$ cat src/rtl/core/nsx_pkg.sv
// Shared types and constants for the nibble stego pixel extractor.
// No dependencies; imported by every module of the block.
package nsx_pkg;

    // Header delimiter codes (red nibble in the top four bits)
    localparam logic [11:0] CODE_WIDTH_DELIM  = 12'hAF5;
    localparam logic [11:0] CODE_HEIGHT_DELIM = 12'hFAF;
    localparam int unsigned CODE_BITS         = 12;

    // Dimension defaults and parameter defaults
    localparam int unsigned DEFAULT_DIM     = 100;
    localparam int unsigned DIM_BITS_DEF    = 16;
    localparam int unsigned HEADER_BITS_DEF = 24;

    // Fixed port field widths
    localparam int unsigned COLOR_BITS = 8;
    localparam int unsigned POS_BITS   = 16;
    localparam int unsigned IN_DATA_W  = 3 * COLOR_BITS;
    localparam int unsigned OUT_DATA_W = 3 * COLOR_BITS + 4 * POS_BITS;

    // One cover pixel request
    typedef struct packed {
        logic                  frame_start;
        logic [COLOR_BITS-1:0] red;
        logic [COLOR_BITS-1:0] green;
        logic [COLOR_BITS-1:0] blue;
    } pix_in_t;

    // One result request
    typedef struct packed {
        logic                  end_of_image;
        logic [COLOR_BITS-1:0] red;
        logic [COLOR_BITS-1:0] green;
        logic [COLOR_BITS-1:0] blue;
        logic [POS_BITS-1:0]   row;
        logic [POS_BITS-1:0]   column;
        logic [POS_BITS-1:0]   width;
        logic [POS_BITS-1:0]   height;
    } pix_out_t;

endpackage

$ cat src/rtl/core/nsx_in_skid.sv
// Input register of the extractor: a two-entry skid stage with registered ready.
// Depends on nsx_pkg for the pixel request type.
module nsx_in_skid (
    input  logic            clk,
    input  logic            rst_n,
    input  logic            in_valid,
    output logic            in_ready,
    input  nsx_pkg::pix_in_t in_item,
    output logic            out_valid,
    input  logic            out_ready,
    output nsx_pkg::pix_in_t out_item
);
    import nsx_pkg::*;

    logic    main_valid_reg, main_valid_next;
    logic    skid_valid_reg, skid_valid_next;
    pix_in_t main_reg, main_next;
    pix_in_t skid_reg, skid_next;
    logic    push, pop;

    assign in_ready  = !skid_valid_reg;
    assign out_valid = main_valid_reg;
    assign out_item  = main_reg;
    assign push      = in_valid && !skid_valid_reg;
    assign pop       = main_valid_reg && out_ready;

    // Refill main from skid first, then from the incoming request
    always_comb
    begin
        main_valid_next = main_valid_reg;
        skid_valid_next = skid_valid_reg;
        main_next       = main_reg;
        skid_next       = skid_reg;
        if (pop)
        begin
            if (skid_valid_reg)
            begin
                main_next       = skid_reg;
                skid_valid_next = 1'b0;
            end
            else if (push)
            begin
                main_next = in_item;
            end
            else
            begin
                main_valid_next = 1'b0;
            end
        end
        else if (push)
        begin
            if (!main_valid_reg)
            begin
                main_next       = in_item;
                main_valid_next = 1'b1;
            end
            else
            begin
                skid_next       = in_item;
                skid_valid_next = 1'b1;
            end
        end
    end

    // Hold control flags under reset; payload needs none
    always_ff @(posedge clk or negedge rst_n)
    begin
        if (!rst_n)
        begin
            main_valid_reg <= 1'b0;
            skid_valid_reg <= 1'b0;
        end
        else
        begin
            main_valid_reg <= main_valid_next;
            skid_valid_reg <= skid_valid_next;
        end
    end

    always_ff @(posedge clk)
    begin
        main_reg <= main_next;
        skid_reg <= skid_next;
    end

endmodule

$ cat src/rtl/core/nsx_decoder.sv
// Header parser, pixel counters and result register of the extractor.
// Depends on nsx_pkg for codes, defaults and request types.
module nsx_decoder #(
    parameter int unsigned DIM_BITS    = nsx_pkg::DIM_BITS_DEF,
    parameter int unsigned HEADER_BITS = nsx_pkg::HEADER_BITS_DEF
) (
    input  logic             clk,
    input  logic             rst_n,
    input  logic             in_valid,
    output logic             in_ready,
    input  nsx_pkg::pix_in_t  in_item,
    output logic             out_valid,
    input  logic             out_ready,
    output nsx_pkg::pix_out_t out_item
);
    import nsx_pkg::*;

    typedef enum logic [1:0] {
        PH_HEADER = 2'd0,
        PH_PIXELS = 2'd1,
        PH_DONE   = 2'd2
    } phase_t;

    localparam logic [DIM_BITS-1:0] DIM_MAX   = {DIM_BITS{1'b1}};
    localparam logic [DIM_BITS-1:0] DIM_RESET = DIM_BITS'(DEFAULT_DIM);

    phase_t                 phase_reg, phase_next, phase_cur;
    logic [HEADER_BITS-1:0] acc_reg, acc_next, acc_cur, acc_shift;
    logic                   ovf_reg, ovf_next, ovf_cur;
    logic [DIM_BITS-1:0]    width_reg, width_next, width_cur;
    logic [DIM_BITS-1:0]    height_reg, height_next, height_cur;
    logic [DIM_BITS-1:0]    row_reg, row_next, row_cur;
    logic [DIM_BITS-1:0]    col_reg, col_next, col_cur;
    logic                   out_valid_reg, out_valid_next;
    pix_out_t               out_reg, out_next;

    logic [3:0]             red_nib, green_nib, blue_nib;
    logic [CODE_BITS-1:0]   code;
    logic [DIM_BITS-1:0]    latch_val;
    logic [DIM_BITS:0]      col_plus;
    logic                   take;

    assign take      = in_valid && in_ready;
    assign in_ready  = !out_valid_reg || out_ready;
    assign out_valid = out_valid_reg;
    assign out_item  = out_reg;

    // Start of frame restarts from the reset state before this pixel
    always_comb
    begin
        if (in_item.frame_start)
        begin
            phase_cur  = PH_HEADER;
            acc_cur    = '0;
            ovf_cur    = 1'b0;
            width_cur  = DIM_RESET;
            height_cur = DIM_RESET;
            row_cur    = '0;
            col_cur    = '0;
        end
        else
        begin
            phase_cur  = phase_reg;
            acc_cur    = acc_reg;
            ovf_cur    = ovf_reg;
            width_cur  = width_reg;
            height_cur = height_reg;
            row_cur    = row_reg;
            col_cur    = col_reg;
        end
    end

    // Code, header shift and saturated dimension value
    assign red_nib   = in_item.red[3:0];
    assign green_nib = in_item.green[3:0];
    assign blue_nib  = in_item.blue[3:0];
    assign code      = {red_nib, green_nib, blue_nib};
    assign acc_shift = (acc_cur << CODE_BITS) | HEADER_BITS'(code);
    assign latch_val = (ovf_cur || ((acc_cur >> DIM_BITS) != '0)) ? DIM_MAX
                                                                  : DIM_BITS'(acc_cur);
    assign col_plus  = {1'b0, col_cur} + {{DIM_BITS{1'b0}}, 1'b1};

    // Next state and result for the accepted pixel
    always_comb
    begin
        phase_next     = phase_reg;
        acc_next       = acc_reg;
        ovf_next       = ovf_reg;
        width_next     = width_reg;
        height_next    = height_reg;
        row_next       = row_reg;
        col_next       = col_reg;
        out_next       = out_reg;
        out_valid_next = out_valid_reg && !out_ready;

        if (take)
        begin
            phase_next  = phase_cur;
            acc_next    = acc_cur;
            ovf_next    = ovf_cur;
            width_next  = width_cur;
            height_next = height_cur;
            row_next    = row_cur;
            col_next    = col_cur;
            out_valid_next = 1'b0;

            out_next.end_of_image = 1'b0;
            out_next.red          = {red_nib, 4'b0000};
            out_next.green        = {green_nib, 4'b0000};
            out_next.blue         = {blue_nib, 4'b0000};
            out_next.row          = POS_BITS'(row_cur);
            out_next.column       = POS_BITS'(col_cur);
            out_next.width        = POS_BITS'(width_cur);
            out_next.height       = POS_BITS'(height_cur);

            case (phase_cur)
                PH_HEADER:
                begin
                    if (code == CODE_HEIGHT_DELIM)
                    begin
                        height_next = latch_val;
                        phase_next  = PH_PIXELS;
                    end
                    else if (code == CODE_WIDTH_DELIM)
                    begin
                        width_next = latch_val;
                        acc_next   = '0;
                        ovf_next   = 1'b0;
                    end
                    else
                    begin
                        if ((acc_cur >> (HEADER_BITS - CODE_BITS)) != '0)
                        begin
                            ovf_next = 1'b1;
                        end
                        acc_next = acc_shift;
                    end
                end
                PH_PIXELS:
                begin
                    if (code == CODE_HEIGHT_DELIM)
                    begin
                        out_next.end_of_image = 1'b1;
                        out_next.red          = '0;
                        out_next.green        = '0;
                        out_next.blue         = '0;
                        out_next.row          = '0;
                        out_next.column       = '0;
                        out_valid_next        = 1'b1;
                        phase_next            = PH_DONE;
                    end
                    else
                    begin
                        out_valid_next = (row_cur < height_cur) && (col_cur < width_cur);
                        // Advance position, saturating both counters
                        if (col_plus == {1'b0, width_cur})
                        begin
                            col_next = '0;
                            if (row_cur != DIM_MAX)
                            begin
                                row_next = row_cur + {{(DIM_BITS-1){1'b0}}, 1'b1};
                            end
                        end
                        else if (col_cur != DIM_MAX)
                        begin
                            col_next = col_plus[DIM_BITS-1:0];
                        end
                    end
                end
                default:
                begin
                    // Done phase and unused code: drop pixels until frame start
                end
            endcase
        end
    end

    always_ff @(posedge clk or negedge rst_n)
    begin
        if (!rst_n)
        begin
            phase_reg     <= PH_HEADER;
            acc_reg       <= '0;
            ovf_reg       <= 1'b0;
            width_reg     <= DIM_RESET;
            height_reg    <= DIM_RESET;
            row_reg       <= '0;
            col_reg       <= '0;
            out_valid_reg <= 1'b0;
        end
        else
        begin
            phase_reg     <= phase_next;
            acc_reg       <= acc_next;
            ovf_reg       <= ovf_next;
            width_reg     <= width_next;
            height_reg    <= height_next;
            row_reg       <= row_next;
            col_reg       <= col_next;
            out_valid_reg <= out_valid_next;
        end
    end

    always_ff @(posedge clk)
    begin
        out_reg <= out_next;
    end

endmodule

$ cat src/rtl/core/nibble_stego_pixel_extractor_core.sv
// Top level of the nibble stego pixel extractor: input skid stage and decoder.
// Depends on nsx_pkg, nsx_in_skid and nsx_decoder.
//
//  channel | direction | beat content
//  --------+-----------+------------------------------------------------
//  s_*     | in        | one cover pixel, tuser = frame start
//  m_*     | out       | one hidden pixel or, with tlast, the end marker
//
// One pixel is taken per cycle while the skid entry is free; each request passes
// through the input register and then the result register, and the header
// parser and counters update between them.
// Reset clears phase, header, counters and valid flags; dimensions return to 100.
// A stalled output holds its result; s_tready drops only once the skid entry fills.
module nibble_stego_pixel_extractor_core #(
    parameter int unsigned DIM_BITS    = nsx_pkg::DIM_BITS_DEF,
    parameter int unsigned HEADER_BITS = nsx_pkg::HEADER_BITS_DEF
) (
    input  logic                           clk,
    input  logic                           rst_n,
    input  logic                           s_tvalid,
    output logic                           s_tready,
    input  logic [nsx_pkg::IN_DATA_W-1:0]  s_tdata,  // red_in, green_in, blue_in
    input  logic                           s_tuser,  // frame_start
    output logic                           m_tvalid,
    input  logic                           m_tready,
    // red_out, green_out, blue_out, pixel_row, pixel_column, image_width, image_height
    output logic [nsx_pkg::OUT_DATA_W-1:0] m_tdata,
    output logic                           m_tlast   // end_of_image
);
    import nsx_pkg::*;

    pix_in_t  in_item, dec_item;
    pix_out_t res_item;
    logic     dec_valid, dec_ready;

    // Unpack the pixel request
    assign in_item.frame_start = s_tuser;
    assign in_item.red         = s_tdata[COLOR_BITS-1:0];
    assign in_item.green       = s_tdata[2*COLOR_BITS-1:COLOR_BITS];
    assign in_item.blue        = s_tdata[3*COLOR_BITS-1:2*COLOR_BITS];

    nsx_in_skid u_in_skid (
        .clk       (clk),
        .rst_n     (rst_n),
        .in_valid  (s_tvalid),
        .in_ready  (s_tready),
        .in_item   (in_item),
        .out_valid (dec_valid),
        .out_ready (dec_ready),
        .out_item  (dec_item)
    );

    nsx_decoder #(
        .DIM_BITS    (DIM_BITS),
        .HEADER_BITS (HEADER_BITS)
    ) u_decoder (
        .clk       (clk),
        .rst_n     (rst_n),
        .in_valid  (dec_valid),
        .in_ready  (dec_ready),
        .in_item   (dec_item),
        .out_valid (m_tvalid),
        .out_ready (m_tready),
        .out_item  (res_item)
    );

    // Pack the result request
    assign m_tlast = res_item.end_of_image;
    assign m_tdata = {res_item.height, res_item.width, res_item.column, res_item.row,
                      res_item.blue, res_item.green, res_item.red};

endmodule

$ cat config.mk
export PLATFORM = sky130hd
export DESIGN_NAME = nibble_stego_pixel_extractor_core
export DESIGN_NICKNAME = d
export VERILOG_FILES = /design/src/rtl/core/nsx_pkg.sv /design/src/rtl/core/nsx_in_skid.sv /design/src/rtl/core/nsx_decoder.sv /design/src/rtl/core/nibble_stego_pixel_extractor_core.sv
export SDC_FILE = /design/constraint.sdc
export NUM_CORES = 1
export LEC_CHECK = 0
export BUFFER_PORTS_ARGS = -buffer_cell sky130_fd_sc_hd__buf_2
export CAP_MARGIN = 15
export CELL_PAD_IN_SITES_DETAIL_PLACEMENT = 0
export CELL_PAD_IN_SITES_GLOBAL_PLACEMENT = 1
export CORE_MARGIN = 10
export CORE_UTILIZATION = 49
export CTS_BUF_LIST = sky130_fd_sc_hd__clkbuf_4 sky130_fd_sc_hd__clkbuf_8
export DETAILED_ROUTE_END_ITERATION = 8
export PLACE_DENSITY_LB_ADDON = 0.1
export SYNTH_ARGS = -nofsm -noshare
export SYNTH_HDL_FRONTEND = slang
export SYNTH_HIERARCHICAL = 1
export SYNTH_SLANG_ARGS = --single-unit
$ cat constraint.sdc
create_clock -name clk -period 5.7 [get_ports clk]
set_input_delay 0.285 -clock clk [delete_from_list [all_inputs] [get_ports clk]]
set_output_delay 0.285 -clock clk [all_outputs]
set_load 0.01 [all_outputs]
==> metrics.cfg <==
[run_status]
outcome=finished clean

[route]
first_pass_iters=5
routedWlPerCell_um=19.5
initialDrtViolationCount=584
detail-route-antenna-nets=0
drcViolationCount=0
viasPerCell=5.56
via_count=7342
routed_wl_um=25800

[floorplan]
dieWidth_um=163
pin_count=120
rows=52
die_h_um=163
core_area_um2=20200
die-area_um2=26600
start_util_pct=49.8

[clock_tree]
clk_pin_slew_ns=0.12
cts-resized-gates=0
cts_buffers=17
htreeDepth=4
cts_tree=done
cts_root_buffer=clkbuf_8
cts.path.max_buffers=2
clock_sinks=197
worst_skew_pair.late_latency_ns=0.48
hold_buffers=14
cts_setup_buffers=0

[timing]
slew_viol_final=0
final_hold_viol_count=0
worst_pin_slew_ns=1.15
timing.hold.ws_ns=0.249
tns_ns=0
fmax_mhz=229
rsz0062_at_grt=false
layout_min_cycle_time_ns=4.36
finalClockSkew_ns=0.0150
fin_crit_sh_pct=76.5
worst_slack_ns=1.34
setup_violations=0
max_slew_margin_pct=22.9

[critical_path]
r2r_cells=12
cp-start-kind=flop
critPathCaptureType=flop
cp-startpoint=u_in_skid/out_item[24]$_DFFE_PP_
cp_max_fo=31
arrival_ns=4.72
worstPathRequired_ns=6.06
r2r_start=u_in_skid/out_item[24]$_DFFE_PP_
path_class=flop to flop
r2r_slack_ns=1.34
endpoint=u_decoder/col_reg[7]$_DFFE_PN0P_
regToRegEndpoint=u_decoder/col_reg[7]$_DFFE_PN0P_

[place]
io_buffers=95
post-place-ws_ns=1.36
place.gp.congestion=0.864
hpwl_um=18000

[power]
peakVddDrop_mv=0.146
combPwrFrac_pct=1.5
p_int_mw=1.86
p_switching_mw=0.633
powerDensity_nw_per_um2=221
p_seq_share_pct=59.7
power_switching_share_pct=25.4
leakagePower_nw=5.01
clkPwrFrac_pct=38.8

[global_route]
grt_max_degree=77
grt_pass1_vias=7214
grt_pass1_wl_um=41100
overflow=0
antenna_found_initial=0
grt_usage_pct=19.6

[run]
cap_violations=0

[hold_path]
min_path_type=input pin to asynchronous set/reset pin

[synth]
syn_area_um2=10000
syn_inst=953
ys_warn_count=6
avgSynthCellArea_um2=10.5

[final_layout]
diodes=0
layout-drive-gt1-share_pct=16.2
largest_reg_flops=77
syn_to_final_growth_pct=12.4
final_nets=1101

## metrics by stage
stage,instances,instance area (um^2),total power [mW],utilization [%]
3_5_place_dp,1275,10700,1.55,53.0
3_3_place_gp,1275,10700,1.55,53.0
2_1_floorplan,964,10100,1.53,-
5_1_grt,1321,11300,2.59,55.9
6_report,1321,11300,2.49,55.9
4_1_cts,1321,11300,2.53,55.9
## how the worst min path moves through the flow
stage          start                          endpoint  slack, ns  cells after the start
2_1_floorplan  rst_n  u_decoder/acc_reg[0]$_DFFE_PN0P_      -0.01                      0
3_3_place_gp   rst_n  u_decoder/col_reg[8]$_DFFE_PN0P_       0.23                      1
6_report       rst_n  u_decoder/col_reg[8]$_DFFE_PN0P_       0.25                      2
4_1_cts        rst_n  u_decoder/col_reg[8]$_DFFE_PN0P_       0.24                      2
3_5_place_dp   rst_n  u_decoder/col_reg[8]$_DFFE_PN0P_       0.23                      1
5_1_grt        rst_n  u_decoder/col_reg[8]$_DFFE_PN0P_       0.26                      2
## layout by cell type (no fill, tap or decap), types with 4 or more instances in the layout
| master | count |
|---|---|
| and4_1 | 7 |
| nand3_1 | 16 |
| inv_1 | 43 |
| dlygate4sd3_1 | 14 |
| dfrtp_1 | 88 |
| a22o_1 | 14 |
| nand2_1 | 103 |
| nor4_1 | 7 |
| buf_2 | 94 |
| or3_1 | 4 |
| nor3b_1 | 6 |
| conb_1 | 12 |
| a21oi_1 | 49 |
| dfstp_2 | 6 |
| and4b_1 | 4 |
| nor2b_1 | 73 |
| mux2i_1 | 7 |
| clkbuf_8 | 17 |
| mux2_4 | 8 |
| ha_1 | 34 |
| and3_1 | 8 |
| nand2b_1 | 12 |
| buf_4 | 13 |
| xnor2_1 | 28 |
| a22oi_1 | 38 |
| nor3_1 | 17 |
| o21ai_0 | 68 |
| a211oi_1 | 5 |
| edfxtp_1 | 103 |
| nand4_1 | 21 |
| a21o_1 | 4 |
| clkinv_8 | 8 |
| nor2_1 | 60 |
| xor2_1 | 6 |
| mux2_2 | 5 |
## power by group through the flow
stage | Clock [mW] | Sequential, mW | Combinational (mW)
after detailed placement | 0 | 1.52 | 0.0315
final | 0.966 | 1.49 | 0.0382
after global placement | 0 | 1.52 | 0.0314
after CTS | 0.998 | 1.49 | 0.0387
after global routing | 1.05 | 1.49 | 0.0427
after floorplan | 0 | 1.52 | 0.0152
## cell type report
class | count | area [um^2]
fill | 1811 | 8890
inverter | 44 | 166
clock buffer | 17 | 234
clock inverter | 15 | 221
sequential | 197 | 5450
timing repair buffer | 121 | 708
multi-input combinational | 657 | 4160
tap | 270 | 338
## routing by layer
layer  GRT usage (%)  routed length, um  share of wire [%]  up-vias
met2            31.2              12400                 48      190
met3            3.55               1290                5.0       25
met1            26.9              11700                 45     3594
met5               0                  0                  0        -
met4            5.41                365                1.4        0
li1                -                  -                  -     3533
## critical path, stage by stage (launching register included)
cell,delay [ns]
edfxtp_1,0.40
buf_4,0.25
nor2b_1,0.21
ha_1,0.33
nand4b_2,0.18
or4_1,0.68
a221oi_2,0.29
o32ai_1,0.13
nor4_2,0.40
nand4_2,0.28
o21ai_1,0.68
buf_4,0.28
o21ai_0,0.10
No activity file was read; power rests on OpenSTA's default activity.
